**config.mk**
```make
export PLATFORM = sky130hd
export DESIGN_NAME = lock_chamber_sequencer_core
export DESIGN_NICKNAME = d
export VERILOG_FILES = /design/src/rtl/lcs_pkg.sv /design/src/rtl/lcs_front.sv /design/src/rtl/lcs_queue.sv /design/src/rtl/lcs_back.sv /design/src/rtl/lock_chamber_sequencer_core.sv
export SDC_FILE = /design/constraint.sdc
export NUM_CORES = 1
export LEC_CHECK = 0
export BUFFER_PORTS_ARGS = -buffer_cell sky130_fd_sc_hd__buf_2
export CORE_MARGIN = 5
export CORE_UTILIZATION = 66
export DETAILED_ROUTE_END_ITERATION = 6
export GPL_ROUTABILITY_DRIVEN = 0
export PLACE_DENSITY = 0.89
export SKIP_CTS_REPAIR_TIMING = 1
export SLEW_MARGIN = 20
export SYNTH_ARGS = -nofsm -noshare
export SYNTH_HDL_FRONTEND = slang
export SYNTH_SLANG_ARGS = --single-unit
```
**constraint.sdc**
```tcl
create_clock -name clock -period 14.2 [get_ports clock]
set_input_delay 2.13 -clock clock [delete_from_list [all_inputs] [get_ports clock]]
set_output_delay 2.13 -clock clock [all_outputs]
set_load 0.01 [all_outputs]
```
**src/rtl/lcs_pkg.sv**
```systemverilog
`default_nettype none
package lcs_pkg;

   localparam int MAX_RESULTS = 4;
   localparam int RES_IDX_W = 2;
   localparam int RES_CNT_W = 3;
   localparam int QUEUE_DEPTH_DEFAULT = 2;
   localparam logic [7:0] GATE_FULL = 8'd100;

   // Event codes.
   localparam logic [3:0] OP_VALVE_RPT  = 4'd0;
   localparam logic [3:0] OP_GATE_RPT   = 4'd1;
   localparam logic [3:0] OP_WATER_RPT  = 4'd2;
   localparam logic [3:0] OP_ENTER      = 4'd3;
   localparam logic [3:0] OP_EXIT       = 4'd4;
   localparam logic [3:0] OP_DIRECTION  = 4'd5;
   localparam logic [3:0] OP_EMERGENCY  = 4'd6;
   localparam logic [3:0] OP_END_EMERG  = 4'd7;
   localparam logic [3:0] OP_MANUAL     = 4'd8;
   localparam logic [3:0] OP_TAKE_MAN   = 4'd9;

   // Gate and valve states.
   localparam logic [2:0] ST_OPEN    = 3'd0;
   localparam logic [2:0] ST_CLOSED  = 3'd1;
   localparam logic [2:0] ST_OPENING = 3'd2;
   localparam logic [2:0] ST_CLOSING = 3'd3;
   localparam logic [2:0] ST_STOPPED = 3'd4;
   localparam logic [2:0] ST_ALERT   = 3'd5;

   // Water levels.
   localparam logic [1:0] LV_LOW  = 2'd0;
   localparam logic [1:0] LV_MID  = 2'd1;
   localparam logic [1:0] LV_HIGH = 2'd2;

   // Manual commands.
   localparam logic [2:0] MC_GATE_OPEN   = 3'd0;
   localparam logic [2:0] MC_GATE_CLOSE  = 3'd1;
   localparam logic [2:0] MC_GATE_STOP   = 3'd2;
   localparam logic [2:0] MC_VALVE_OPEN  = 3'd3;
   localparam logic [2:0] MC_VALVE_CLOSE = 3'd4;
   localparam logic [2:0] MC_GREEN       = 3'd5;
   localparam logic [2:0] MC_RED         = 3'd6;

   // Plant and display commands.
   localparam logic [3:0] C_ESTOP       = 4'd0;
   localparam logic [3:0] C_END_ESTOP   = 4'd1;
   localparam logic [3:0] C_OPEN_VALVE  = 4'd2;
   localparam logic [3:0] C_CLOSE_VALVE = 4'd3;
   localparam logic [3:0] C_OPEN_GATE   = 4'd4;
   localparam logic [3:0] C_CLOSE_GATE  = 4'd5;
   localparam logic [3:0] C_STOP_GATE   = 4'd6;
   localparam logic [3:0] C_RED         = 4'd7;
   localparam logic [3:0] C_GREEN       = 4'd8;
   localparam logic [3:0] C_SHOW_RED    = 4'd9;
   localparam logic [3:0] C_SHOW_GREEN  = 4'd10;
   localparam logic [3:0] C_SHOW_GATE   = 4'd11;
   localparam logic [3:0] C_SHOW_VALVE  = 4'd12;

   typedef struct packed {
      logic [3:0] op;
      logic       side;
      logic [2:0] reported_state;
      logic [6:0] gate_percent;
      logic [1:0] water_level;
      logic       direction;
      logic [2:0] manual_cmd;
   } event_type;

   typedef struct packed {
      logic [3:0] command;
      logic       cmd_side;
      logic [2:0] shown_state;
      logic [6:0] shown_percent;
   } result_type;

   // All results of one event, in order.
   typedef struct packed {
      logic [RES_CNT_W-1:0]           count;
      result_type [MAX_RESULTS-1:0]   items;
   } bundle_type;

   function automatic result_type mk_result(input logic [3:0] cmd, input logic sd,
                                            input logic [2:0] st, input logic [6:0] pct);
      result_type r;
      r.command       = cmd;
      r.cmd_side      = sd;
      r.shown_state   = st;
      r.shown_percent = pct;
      return r;
   endfunction

   function automatic bundle_type push_result(input bundle_type b, input result_type r);
      bundle_type o;
      o = b;
      if (b.count < RES_CNT_W'(MAX_RESULTS)) begin
         o.items[b.count[RES_IDX_W-1:0]] = r;
         o.count = b.count + RES_CNT_W'(1);
      end
      return o;
   endfunction

endpackage
`default_nettype wire

```
**src/rtl/lcs_front.sv**
```systemverilog
`default_nettype none
module lcs_front
   import lcs_pkg::*;
(
   input  wire logic       clock,
   input  wire logic       reset,
   input  wire logic       ev_valid,
   output logic            ev_ready,
   input  wire event_type  ev,
   input  wire logic       q_full,
   output logic            q_push,
   output bundle_type      q_bundle
);

   typedef enum logic [2:0] {
      SQ_IDLE       = 3'd0,
      SQ_VERIFY     = 3'd1,
      SQ_CLOSEOTHER = 3'd2,
      SQ_VALVES     = 3'd3,
      SQ_WAITWATER  = 3'd4,
      SQ_OPENGATE   = 3'd5
   } seq_step_type;

   logic [2:0]   upper_gate_ff, upper_gate_in, lower_gate_ff, lower_gate_in;
   logic [2:0]   upper_valve_ff, upper_valve_in, lower_valve_ff, lower_valve_in;
   logic [1:0]   level_ff, level_in;
   logic         emergency_ff, emergency_in;
   seq_step_type step_ff, step_in;
   logic         seq_side_ff, seq_side_in;
   logic         travel_dir_ff, travel_dir_in;

   logic         accept;
   bundle_type   bundle;

   assign ev_ready = !q_full;
   assign accept   = ev_valid && ev_ready;
   assign q_bundle = bundle;
   assign q_push   = accept && (bundle.count != '0);

   always_comb begin
      logic [2:0] st;
      logic       run;
      logic       go;
      logic       s;
      logic       o;
      logic [2:0] g;
      logic [2:0] v;
      logic [2:0] gs;
      logic [2:0] go_gate;
      logic       reached;
      logic       sd;

      upper_gate_in  = upper_gate_ff;
      lower_gate_in  = lower_gate_ff;
      upper_valve_in = upper_valve_ff;
      lower_valve_in = lower_valve_ff;
      level_in       = level_ff;
      emergency_in   = emergency_ff;
      step_in        = step_ff;
      seq_side_in    = seq_side_ff;
      travel_dir_in  = travel_dir_ff;
      bundle         = '0;
      run            = 1'b0;
      st             = ev.reported_state;
      sd             = ev.side;
      g              = sd ? lower_gate_ff : upper_gate_ff;
      v              = sd ? lower_valve_ff : upper_valve_ff;

      unique case (ev.op)
         OP_VALVE_RPT: begin
            if (sd) lower_valve_in = st;
            else    upper_valve_in = st;
            bundle = push_result(bundle, mk_result(C_SHOW_VALVE, sd, st, 7'd0));
         end
         OP_GATE_RPT: begin
            if (st != ST_ALERT) begin
               if ({1'b0, ev.gate_percent} == GATE_FULL) begin
                  st  = ST_OPEN;
                  run = (step_ff == SQ_OPENGATE);
               end else if (ev.gate_percent == 7'd0) begin
                  st  = ST_CLOSED;
                  run = (step_ff == SQ_CLOSEOTHER);
               end
            end
            if (sd) lower_gate_in = st;
            else    upper_gate_in = st;
            bundle = push_result(bundle, mk_result(C_SHOW_GATE, sd, st, ev.gate_percent));
         end
         OP_WATER_RPT: begin
            run = (ev.water_level == LV_HIGH || ev.water_level == LV_LOW)
                  && step_ff == SQ_WAITWATER;
            level_in = ev.water_level;
         end
         OP_ENTER, OP_EXIT: begin
            if (!emergency_ff && step_ff == SQ_IDLE) begin
               step_in     = SQ_VERIFY;
               seq_side_in = (ev.op == OP_ENTER) ? !travel_dir_ff : travel_dir_ff;
               run         = 1'b1;
            end
         end
         OP_DIRECTION: travel_dir_in = ev.direction;
         OP_EMERGENCY: begin
            if (!emergency_ff) begin
               bundle = push_result(bundle, mk_result(C_ESTOP, 1'b0, 3'd0, 7'd0));
               bundle = push_result(bundle, mk_result(C_SHOW_RED, 1'b0, ST_CLOSED, 7'd0));
               bundle = push_result(bundle, mk_result(C_SHOW_RED, 1'b1, ST_CLOSED, 7'd0));
               emergency_in = 1'b1;
               step_in      = SQ_IDLE;
            end
         end
         OP_END_EMERG: begin
            bundle = push_result(bundle, mk_result(C_END_ESTOP, 1'b0, 3'd0, 7'd0));
            emergency_in = 1'b0;
         end
         OP_MANUAL: begin
            if (!emergency_ff) begin
               unique case (ev.manual_cmd)
                  MC_GATE_OPEN:
                     if ((g == ST_CLOSED || g == ST_STOPPED)
                         && level_ff == (sd ? LV_LOW : LV_HIGH))
                        bundle = push_result(bundle, mk_result(C_OPEN_GATE, sd, 3'd0, 7'd0));
                  MC_GATE_CLOSE:
                     if (g != ST_CLOSED)
                        bundle = push_result(bundle, mk_result(C_CLOSE_GATE, sd, 3'd0, 7'd0));
                  MC_GATE_STOP:
                     if (g == ST_OPENING || g == ST_CLOSING)
                        bundle = push_result(bundle, mk_result(C_STOP_GATE, sd, 3'd0, 7'd0));
                  MC_VALVE_OPEN:
                     if (v == ST_CLOSED
                         && (sd ? upper_gate_ff : lower_gate_ff) == ST_CLOSED)
                        bundle = push_result(bundle, mk_result(C_OPEN_VALVE, sd, 3'd0, 7'd0));
                  MC_VALVE_CLOSE:
                     if (v == ST_OPEN)
                        bundle = push_result(bundle, mk_result(C_CLOSE_VALVE, sd, 3'd0, 7'd0));
                  MC_GREEN:
                     if (g == ST_OPEN) begin
                        bundle = push_result(bundle, mk_result(C_GREEN, sd, 3'd0, 7'd0));
                        bundle = push_result(bundle,
                                             mk_result(C_SHOW_GREEN, sd, ST_OPEN, 7'd0));
                     end
                  MC_RED: begin
                     bundle = push_result(bundle, mk_result(C_RED, sd, 3'd0, 7'd0));
                     bundle = push_result(bundle, mk_result(C_SHOW_RED, sd, ST_CLOSED, 7'd0));
                  end
                  default: ;
               endcase
            end
         end
         OP_TAKE_MAN: step_in = SQ_IDLE;
         default: ;
      endcase

      // One pass of the passage sequencer on the updated state; steps fall through
      // until one has to wait for the plant.
      s       = seq_side_in;
      o       = !s;
      gs      = s ? lower_gate_in : upper_gate_in;
      go_gate = o ? lower_gate_in : upper_gate_in;
      reached = s ? (level_in == LV_LOW) : (level_in == LV_HIGH);
      go      = run && !emergency_ff;
      if (go && step_in == SQ_VERIFY) begin
         if (gs == ST_OPEN) begin
            bundle  = push_result(bundle, mk_result(C_GREEN, s, 3'd0, 7'd0));
            bundle  = push_result(bundle, mk_result(C_SHOW_GREEN, s, ST_OPEN, 7'd0));
            step_in = SQ_IDLE;
            go      = 1'b0;
         end else begin
            step_in = SQ_CLOSEOTHER;
         end
      end
      if (go && step_in == SQ_CLOSEOTHER) begin
         if (go_gate != ST_CLOSED) begin
            bundle = push_result(bundle, mk_result(C_RED, o, 3'd0, 7'd0));
            bundle = push_result(bundle, mk_result(C_SHOW_RED, o, ST_CLOSED, 7'd0));
            bundle = push_result(bundle, mk_result(C_CLOSE_GATE, o, 3'd0, 7'd0));
            go     = 1'b0;
         end else begin
            step_in = SQ_VALVES;
         end
      end
      if (go && step_in == SQ_VALVES) begin
         if (!reached) begin
            if ((o ? lower_valve_in : upper_valve_in) == ST_OPEN)
               bundle = push_result(bundle, mk_result(C_CLOSE_VALVE, o, 3'd0, 7'd0));
            if ((s ? lower_valve_in : upper_valve_in) == ST_CLOSED)
               bundle = push_result(bundle, mk_result(C_OPEN_VALVE, s, 3'd0, 7'd0));
         end
         step_in = SQ_WAITWATER;
      end
      if (go && step_in == SQ_WAITWATER) begin
         if (!reached) go = 1'b0;
         else          step_in = SQ_OPENGATE;
      end
      if (go && step_in == SQ_OPENGATE) begin
         if (gs != ST_OPEN) begin
            bundle = push_result(bundle, mk_result(C_OPEN_GATE, s, 3'd0, 7'd0));
         end else begin
            bundle  = push_result(bundle, mk_result(C_GREEN, s, 3'd0, 7'd0));
            bundle  = push_result(bundle, mk_result(C_SHOW_GREEN, s, ST_OPEN, 7'd0));
            step_in = SQ_IDLE;
         end
      end
   end

   always_ff @(posedge clock) begin
      if (reset) begin
         upper_gate_ff  <= ST_CLOSED;
         lower_gate_ff  <= ST_CLOSED;
         upper_valve_ff <= ST_OPEN;
         lower_valve_ff <= ST_OPEN;
         level_ff       <= LV_MID;
         emergency_ff   <= 1'b0;
         step_ff        <= SQ_IDLE;
         seq_side_ff    <= 1'b0;
         travel_dir_ff  <= 1'b0;
      end else if (accept) begin
         upper_gate_ff  <= upper_gate_in;
         lower_gate_ff  <= lower_gate_in;
         upper_valve_ff <= upper_valve_in;
         lower_valve_ff <= lower_valve_in;
         level_ff       <= level_in;
         emergency_ff   <= emergency_in;
         step_ff        <= step_in;
         seq_side_ff    <= seq_side_in;
         travel_dir_ff  <= travel_dir_in;
      end
   end

   // No passage can be in progress during an emergency.
   a_emerg_idle: assert property (@(posedge clock) disable iff (reset)
      emergency_ff |-> step_ff == SQ_IDLE)
      else $error("sequencer active during emergency");

   // The emergency event always leaves the sequencer idle.
   a_emerg_stops: assert property (@(posedge clock) disable iff (reset)
      accept && ev.op == OP_EMERGENCY |=> emergency_ff && step_ff == SQ_IDLE)
      else $error("emergency did not stop the sequencer");

endmodule
`default_nettype wire

```
**src/rtl/lcs_queue.sv**
```systemverilog
`default_nettype none
module lcs_queue
   import lcs_pkg::*;
#(
   parameter int DEPTH = QUEUE_DEPTH_DEFAULT
) (
   input  wire logic        clock,
   input  wire logic        reset,
   input  wire logic        push,
   input  wire bundle_type  push_data,
   output logic             full,
   input  wire logic        pop,
   output logic             empty,
   output bundle_type       head
);

   localparam int AW = (DEPTH > 1) ? $clog2(DEPTH) : 1;
   localparam int CW = $clog2(DEPTH + 1);

   bundle_type    slot_ff [DEPTH];
   logic [AW-1:0] wr_ptr_ff, wr_ptr_in, rd_ptr_ff, rd_ptr_in;
   logic [CW-1:0] count_ff, count_in;

   assign full  = (count_ff == CW'(DEPTH));
   assign empty = (count_ff == '0);
   assign head  = slot_ff[rd_ptr_ff];

   always_comb begin
      wr_ptr_in = wr_ptr_ff;
      rd_ptr_in = rd_ptr_ff;
      count_in  = count_ff;
      if (push) begin
         wr_ptr_in = (wr_ptr_ff == AW'(DEPTH - 1)) ? '0 : wr_ptr_ff + AW'(1);
      end
      if (pop) begin
         rd_ptr_in = (rd_ptr_ff == AW'(DEPTH - 1)) ? '0 : rd_ptr_ff + AW'(1);
      end
      if (push && !pop)      count_in = count_ff + CW'(1);
      else if (pop && !push) count_in = count_ff - CW'(1);
   end

   always_ff @(posedge clock) begin
      if (reset) begin
         wr_ptr_ff <= '0;
         rd_ptr_ff <= '0;
         count_ff  <= '0;
      end else begin
         wr_ptr_ff <= wr_ptr_in;
         rd_ptr_ff <= rd_ptr_in;
         count_ff  <= count_in;
      end
   end

   always_ff @(posedge clock) begin
      if (push) slot_ff[wr_ptr_ff] <= push_data;
   end

   a_no_overflow: assert property (@(posedge clock) disable iff (reset)
      push |-> !full || pop)
      else $error("push into a full queue");

   a_no_underflow: assert property (@(posedge clock) disable iff (reset)
      pop |-> !empty)
      else $error("pop from an empty queue");

endmodule
`default_nettype wire

```
**src/rtl/lcs_back.sv**
```systemverilog
`default_nettype none
module lcs_back
   import lcs_pkg::*;
(
   input  wire logic       clock,
   input  wire logic       reset,
   input  wire logic       q_empty,
   input  wire bundle_type q_head,
   output logic            q_pop,
   output logic            out_valid,
   input  wire logic       out_ready,
   output result_type      out_item,
   output logic            out_last
);

   logic [RES_IDX_W-1:0] idx_ff, idx_in;
   logic                 valid_ff, valid_in;
   result_type           item_ff;
   logic                 last_ff;
   logic                 load;
   logic                 at_end;

   assign load   = (!valid_ff || out_ready) && !q_empty;
   assign at_end = (RES_CNT_W'(idx_ff) + RES_CNT_W'(1)) == q_head.count;
   assign q_pop  = load && at_end;

   always_comb begin
      idx_in   = idx_ff;
      valid_in = valid_ff;
      if (out_ready) valid_in = 1'b0;
      if (load) begin
         valid_in = 1'b1;
         idx_in   = at_end ? '0 : idx_ff + RES_IDX_W'(1);
      end
   end

   always_ff @(posedge clock) begin
      if (reset) begin
         idx_ff   <= '0;
         valid_ff <= 1'b0;
      end else begin
         idx_ff   <= idx_in;
         valid_ff <= valid_in;
      end
   end

   always_ff @(posedge clock) begin
      if (load) begin
         item_ff <= q_head.items[idx_ff];
         last_ff <= at_end;
      end
   end

   assign out_valid = valid_ff;
   assign out_item  = item_ff;
   assign out_last  = last_ff;

   // The serializer position never runs past the results of the head event.
   a_idx_in_range: assert property (@(posedge clock) disable iff (reset)
      !q_empty |-> RES_CNT_W'(idx_ff) < q_head.count)
      else $error("result index beyond event result count");

endmodule
`default_nettype wire

```
**src/rtl/lock_chamber_sequencer_core.sv**
```systemverilog
`default_nettype none
// Canal-lock controller. Each request on req_ is one plant report, operator request,
// direction choice, emergency or manual event; the front end applies it to the
// gate, valve, water and sequencer state in the cycle it is accepted and forms all
// of its results (zero to four), which wait in a queue of QUEUE_DEPTH events.
// The back end sends them out on rsp_ one per cycle while rsp_tready is high, through
// an output register, with rsp_tlast on the final result of each event; events with no
// result produce nothing. A request is taken every cycle while the queue has room, and
// the output serializer sets the sustained rate.
module lock_chamber_sequencer_core
   import lcs_pkg::*;
#(
   parameter int QUEUE_DEPTH = QUEUE_DEPTH_DEFAULT
) (
   input  wire logic        clock,
   input  wire logic        reset,
   input  wire logic        req_tvalid,
   output logic             req_tready,
   // [3:0] op
   input  wire logic [3:0]  req_tuser,
   // [0] side, [3:1] reported_state, [10:4] gate_percent, [12:11] water_level,
   // [13] direction, [16:14] manual_cmd, [23:17] zero
   input  wire logic [23:0] req_tdata,
   output logic             rsp_tvalid,
   input  wire logic        rsp_tready,
   // [3:0] command
   output logic [3:0]       rsp_tuser,
   // [0] cmd_side, [3:1] shown_state, [10:4] shown_percent, [15:11] zero
   output logic [15:0]      rsp_tdata,
   output logic             rsp_tlast
);

   event_type  ev;
   logic       q_push, q_pop, q_full, q_empty;
   bundle_type push_bundle, head_bundle;
   result_type item;

   assign ev.op             = req_tuser;
   assign ev.side           = req_tdata[0];
   assign ev.reported_state = req_tdata[3:1];
   assign ev.gate_percent   = req_tdata[10:4];
   assign ev.water_level    = req_tdata[12:11];
   assign ev.direction      = req_tdata[13];
   assign ev.manual_cmd     = req_tdata[16:14];

   lcs_front u_front (
      .clock    (clock),
      .reset    (reset),
      .ev_valid (req_tvalid),
      .ev_ready (req_tready),
      .ev       (ev),
      .q_full   (q_full),
      .q_push   (q_push),
      .q_bundle (push_bundle)
   );

   lcs_queue #(.DEPTH(QUEUE_DEPTH)) u_queue (
      .clock     (clock),
      .reset     (reset),
      .push      (q_push),
      .push_data (push_bundle),
      .full      (q_full),
      .pop       (q_pop),
      .empty     (q_empty),
      .head      (head_bundle)
   );

   lcs_back u_back (
      .clock     (clock),
      .reset     (reset),
      .q_empty   (q_empty),
      .q_head    (head_bundle),
      .q_pop     (q_pop),
      .out_valid (rsp_tvalid),
      .out_ready (rsp_tready),
      .out_item  (item),
      .out_last  (rsp_tlast)
   );

   assign rsp_tuser = item.command;
   assign rsp_tdata = {5'd0, item.shown_percent, item.shown_state, item.cmd_side};

endmodule
`default_nettype wire
```
**Word-level counts from Yosys, hierarchy flattened**

Memory sizes are Yosys's and may differ from the RTL's. A register that Yosys moved wholly into a read port is not among the register bits.
Cells that the tools add are included.
W data, S select, Z words.

- Bits in registers: 43
- RAM bits: 126
- Logic and storage cells: 347
- Memories kept: 1

- Add/sub/neg operators: 19
- $lt $le $gt $ge: 40
- Equal/unequal tests: 39
- Multiplexer cells: 163
- Bitwise operators: 6
- Reduce and logical (&&, ||, !) cells: 60

Memories:

| memory | depth | bits a word | read ports | clocked after Yosys merged registers in | wr ports | RTL line | RTL |
|---|---|---|---|---|---|---|---|
| u_queue.slot_ff | 2 | 63 | 1 | 1 | 1 | lcs_queue.sv:20 | `bundle_type slot_ff [DEPTH];` |

Operator list:

| kind | number |
|---|---|
| $mux W63 | 39 |
| $bwmux W60 | 12 |
| $pmux W63 S7 | 1 |
| $demux W15 S2 | 13 |
| $mux W15 | 23 |
| $pmux W63 S5 | 1 |
| $mux W61 | 5 |
| $mux W3 | 37 |
| $and A12 B48 Y48 | 1 |
| $not A48 Y48 | 1 |
| $and A44 B44 Y44 | 1 |
| $not A44 Y44 | 1 |
| $lt A2 B3 Y1 const B | 14 |
| $add A3 B1 Y3 const B | 13 |
| $lt A3 B3 Y1 const B | 13 |
| $bmux W15 S2 | 1 |
| $logic_and A1 B1 Y1 | 29 |
| $ge A2 B1 Y1 const B | 13 |
| $eq A3 B3 Y1 const B | 8 |
| $mux W1 | 22 |
| $eq A3 B2 Y1 const B | 7 |
| $eq A3 B1 Y1 const B | 6 |
| $logic_not A3 Y1 | 6 |
| $eq A4 B3 Y1 const B | 4 |
| 28 further kinds | 56 |

**Longest topological paths before layout**

- Word-level depth: 100
- Gate-level depth with buffers: 37

**By module**

Synthesis repeated with hierarchy kept, for this count alone.

- Cells, all modules: 816
- Area total of the unflattened synthesis: 9643.0 um^2

By module, submodules not included:

| module | instances | cells each | area each (um^2) |
|---|---|---|---|
| lcs_queue | 1 | 218 | 4773.3 |
| lcs_front | 1 | 537 | 3749.8 |
| lcs_back | 1 | 55 | 1078.5 |
| lock_chamber_sequencer_core | 1 | 6 | 41.3 |

**Least setup slack after synthesis**

OpenSTA, ideal clock, no wires.

- Path kind: input to register
- Start: in req_tdata[0]
- End: mem u_queue.slot_ff[0][0] (netlist bit) (enable)
- Library setup time: 433 ps
- Data arrival time: 9813 ps
- Data required time: 13767 ps
- Slack: 3954 ps
- Cell stages on the path: 31
- Cells stage by stage: buf_2 -> clkbuf_1 -> nor3_1 -> a21oi_1 -> a21oi_1 -> a2111oi_0 -> o21bai_1 -> or2_2 -> clkbuf_1 -> ha_1 -> clkbuf_1 -> ha_1 -> mux2i_1 -> inv_1 -> ha_1 -> nor3_1 -> o21a_1 -> mux2_2 -> ha_1 -> o21bai_1 -> a21oi_1 -> o21a_1 -> inv_1 -> ha_1 -> mux2i_1 -> ha_1 -> mux2_2 -> nor2_1 -> nor4b_2 -> a31oi_2 -> nor2b_1

- Word-level cells in the longest chain between the ends: 50
- Elaborated cells between the ends (all ways): 117
- Classes of those cells: 9 x add/sub; 9 x order compare; 14 x eq/ne; 70 x mux; 15 x reduce/logical

RTL lines:

| what | RTL line | RTL |
|---|---|---|
| start: declaration | lock_chamber_sequencer_core.sv:23 | `input wire logic [23:0] req_tdata,` |
| $mux W3 | lcs_front.sv:66 | `g = sd ? lower_gate_ff : upper_gate_ff;` |
| $eq A3 B1 Y1 / $eq A3 B3 Y1 (equally long branches) | lcs_front.sv:119 | `if ((g == ST_CLOSED \|\| g == ST_STOPPED)` |
| $logic_or A1 B1 Y1 | lcs_front.sv:119 |  |
| $logic_and A1 B1 Y1 | lcs_front.sv:120 | `&& level_ff == (sd ? LV_LOW : LV_HIGH))` |
| $mux W61 | lcs_front.sv:119 |  |
| $pmux W63 S7 | lcs_front.sv:117 | `unique case (ev.manual_cmd)` |
| $mux W63 | lcs_front.sv:116 | `if (!emergency_ff) begin` |
| $pmux W63 S5 | lcs_front.sv:69 | `unique case (ev.op)` |
| (+35 left out) | - |  |
| $mux W63 | lcs_pkg.sv:95 | `if (b.count < RES_CNT_W'(MAX_RESULTS)) begin` |
| $mux W63 | lcs_front.sv:195 | `if (gs != ST_OPEN) begin` |
| $mux W63 * | lcs_front.sv:194 | `if (go && step_in == SQ_OPENGATE) begin` |
| $reduce_bool A3 Y1 * | lcs_front.sv:38 | `assign q_push = accept && (bundle.count != '0);` |
| $logic_and A1 B1 Y1 * | lcs_front.sv:38 |  |
| net q_push | lock_chamber_sequencer_core.sv:34 | `logic q_push, q_pop, q_full, q_empty;` |
| $mux W1 * | lcs_queue.sv:55 | `if (push) slot_ff[wr_ptr_ff] <= push_data;` |
| $mux W1 (implied by the code) * | lcs_queue.sv:55 |  |
| end: declaration | lcs_queue.sv:20 |  |

The timed path passes the listed nets; every way through them passes the cells marked *. The select of a mux whose other input is x is not followed.

**Worst setup path in the final report**

- Start: in req_tuser[1]
- End: mem u_queue.slot_ff[0][52] (netlist bit) (enable)

- Word-level cells in the longest chain between the ends: 44
- Elaborated cells between the ends (all ways): 109
- Classes of those cells: 9 x add/sub; 9 x order compare; 16 x eq/ne; 61 x mux; 14 x reduce/logical

RTL lines:

| what | RTL line | RTL |
|---|---|---|
| start: declaration | lock_chamber_sequencer_core.sv:20 | `input wire logic [3:0] req_tuser,` |
| $eq A4 B4 Y1 (tied with other cells) | lcs_front.sv:69 |  |
| $pmux W63 S5 | lcs_front.sv:69 |  |
| $add A3 B1 Y3 / $lt A3 B3 Y1 (equally long branches) | lcs_pkg.sv:97, lcs_pkg.sv:95 |  |
| $mux W63 | lcs_pkg.sv:95 |  |
| $mux W63 | lcs_front.sv:162 | `if (gs == ST_OPEN) begin` |
| $mux W63 | lcs_front.sv:161 | `if (go && step_in == SQ_VERIFY) begin` |
| $add A3 B1 Y3 / $lt A3 B3 Y1 (equally long branches) | lcs_pkg.sv:97, lcs_pkg.sv:95 |  |
| $mux W63 | lcs_pkg.sv:95 |  |
| (+29 left out) | - |  |
| $mux W63 | lcs_pkg.sv:95 |  |
| $mux W63 | lcs_front.sv:195 |  |
| $mux W63 * | lcs_front.sv:194 |  |
| $reduce_bool A3 Y1 * | lcs_front.sv:38 |  |
| $logic_and A1 B1 Y1 * | lcs_front.sv:38 |  |
| net q_push | lock_chamber_sequencer_core.sv:34 |  |
| $mux W1 * | lcs_queue.sv:55 |  |
| $mux W1 (implied by the code) * | lcs_queue.sv:55 |  |

Marks and branches as above.

==> qor.txt <==
Outcome = finished, violations left
Failing checks = DRC
Die H = 115 um
Routed wire length = 18700 um
Die width = 115 um
Share of cells above drive strength 1 = 15.1%
Residual DRC = 11
WP data required = 14340 ps
CP bufs+invs = 4
Grt ovf = 0
Crit. End Element = register
Synth area leaders = edfxtp_1, dfxtp_1, ha_1
Via count = 6162
YS warnings = 0
Final net count = 818
RSZ-0062 raised after global routing = false
DR vias/cell = 6.79
Max-Cap Viols = 0
Gr usage total = 29.2%
Cell row count = 38
Multi-input gate area = 3740 um^2
Worst Skew = 7.52 ps
CTS tree = built
Post-synth EDFFs = 88
Dominant synthesized flop cell = edfxtp_1
Setup TNS = 0 ps
Post-Synthesis Cells = 724
Slowest stage delay, CP = 890 ps
TritonCTS Buffers = 17
Post-synthesis cell area = 7210 um^2
Hold Slack = 509 ps
PwrDens = 130 nW/um^2
Syn Area/Cell = 9.96 um^2
Clk Latency, worst-skew pair = 520 ps
Critical path class = input pin to register
Reg area = 3200 um^2
CTS H-tree lvls = 4
Setup Viol. Count Final = 0
Worst-Margin Slew = 1030 ps
Iteration-0 DRC Markers = 814
Syn-to-layout area delta = 11.6%
Crit path max-delay cell type = nor2b_4
Fillcell total = 701
CTS sink cnt = 116
Initial Util = 66.8%
Initial antenna violation count = 1
Max_slew headroom = 31.4%
PortBufs = 42
Netlist cell types = 84
Drt pass-1 iters = 7
Largest net degree at the start of global routing = 37
Detailed placement HPWL = 13000 um
# diodes = 0
Sequential element share of the synthesized area = 44.4%
Clk root buf = clkbuf_8
Worst EP arrival = 10870 ps
Cell type with the largest total area after synthesis = edfxtp_1
Die Area = 13100 um^2
Top-Level Pins = 55
Number of global-route vias before repair = 5973
Clock Pin Slew Worst Setup and Hold Paths = 60 ps
Top-area cell type share of the netlist area = 36.6%
Minimum clock period = 10730 ps
Startpoint types = input pin
Yosys reg bits = 116
First-pass GRT wire length = 29700 um
Final max-slew violation count = 0
FMAX = 0.0932 GHz
Fin. Hold Viols = 0
Worst Hold Class = register to register
Fin crit share = 75.6%
DR WL/cell = 20.6 um
Async SR Flop Fraction = 0%
Most common cell on crit path = ha_1
Clock buffer depth = 2
Max FO, Critical Path = 36
Leakage power = 3.02 nW
Antenna Violating Nets Remaining = 0
Core Box Area = 10800 um^2
Delay-heaviest family, CP = simple AND/OR/NAND/NOR gates
Worst vdd ir = 0.000108 V
-- sequential cells by signal, summed over array words and instances (netlist names), 3 cells and up, named ones only --
signal                  cells
u_front.lower_gate_ff       3
u_front.lower_valve_ff      3
u_front.upper_valve_ff      3
u_front.step_ff             3
u_front.upper_gate_ff       3
u_queue.slot_ff            72
u_back.out_item            15
-- path summary, 6_finish.rpt --
| kind | from | to | slack [ps] | cells after the start |
|---|---|---|---|---|
| worst min-delay path | u_front.level_ff[0]$_SDFFE_PP1P_ | u_front.level_ff[0]$_SDFFE_PP1P_ | 510 | 2 |
| worst max-delay path | req_tuser[1] | u_queue.slot_ff[0][52]$_DFFE_PP_ | 3470 | 28 |
| worst min register to register | u_front.level_ff[0]$_SDFFE_PP1P_ | u_front.level_ff[0]$_SDFFE_PP1P_ | 510 | 2 |
| worst max register to register | u_front.upper_gate_ff[1]$_SDFFE_PP0P_ | u_queue.slot_ff[0][52]$_DFFE_PP_ | 5350 | 27 |
-- layout make-up --
| type | count | area share [%] |
|---|---|---|
| multi-input combinational | 545 | 46.5 |
| sequential | 116 | 39.8 |
| clock buffer | 18 | 5.19 |
| timing repair buffer | 46 | 2.98 |
| tap | 140 | 2.18 |
| clock inverter | 14 | 2.01 |
| inverter | 29 | 1.35 |
-- worst min-delay path, stage by stage (launching register included) --
cell	delay, ps
dfxtp_1	330
nand2_1	60
o211ai_1	70
-- power breakdown --
part,switching [mW],internal (mW)
combinational,0.125,0.0805
sequential,0.0190,0.406
clock,0.151,0.265
-- routing by layer --
layer  routed length, um  GRT usage (%)
met1                6870           34.0
met4                 799           13.1
met5                  29              0
met2                9280           50.9
met3                1740           7.08
-- layout by cell type, fill, tap and decap left out, types with 5 or more instances in the layout --
cell type,n
and3_1,6
nand2b_1,10
nor4_1,5
a21oi_1,46
o21ai_0,30
or4_1,5
edfxtp_1,88
nor2b_1,15
nand2_1,73
nor2_1,76
a22oi_1,6
or3_1,6
or2_2,6
mux2_2,6
xnor2_1,8
xor2_1,6
o22ai_1,7
a211oi_1,8
o21a_1,6
o21bai_1,5
nand3_1,18
buf_2,42
ha_1,31
inv_1,27
conb_1,5
mux2i_1,26
dfxtp_1,28
o211ai_1,6
mux4_2,12
clkbuf_16,16
nor3_1,21
and2_1,13
-- logic make-up (layout without fill, tap and decap cells) --
logic type                 count (synthesis)  in the layout  synth area share [%]
adders and majority gates                 31             31                  5.38
xor gates and xnor gates                  15             15                  2.01
and+or+nand+nor                          282            282                  19.6
buffers and inverters                     67            107                  3.99
muxes                                     45             45                  8.50
DFF                                      116            116                  44.4
other                                      1              5                0.0520
AOI/OAI and AO/OA                        167            167                  16.0
-- metrics by stage --
step,total power [mW],utilization [%],instance area [um^2],std cells,worst slack (ps)
finish,1.05,74.6,8050,908,3470
global placement,0.618,69.2,7470,876,3710
CTS,1.05,74.6,8050,908,3730
detailed placement,0.630,69.2,7470,876,3320
floorplan,0.570,-,7230,728,3950
global route,1.09,74.6,8050,908,2910
-- cells in the mapped netlist, types with 8 or more instances --
cell	n
a211oi_1	8
a21oi_1	46
and2_1	13
clkbuf_1	24
dfxtp_1	28
edfxtp_1	88
ha_1	31
inv_1	27
mux2i_1	26
mux4_2	12
nand2_1	73
nand2b_1	10
nand3_1	18
nor2_1	76
nor2b_1	16
nor3_1	21
o21ai_0	30
xnor2_1	8
(Power assumes the default switching activity.)
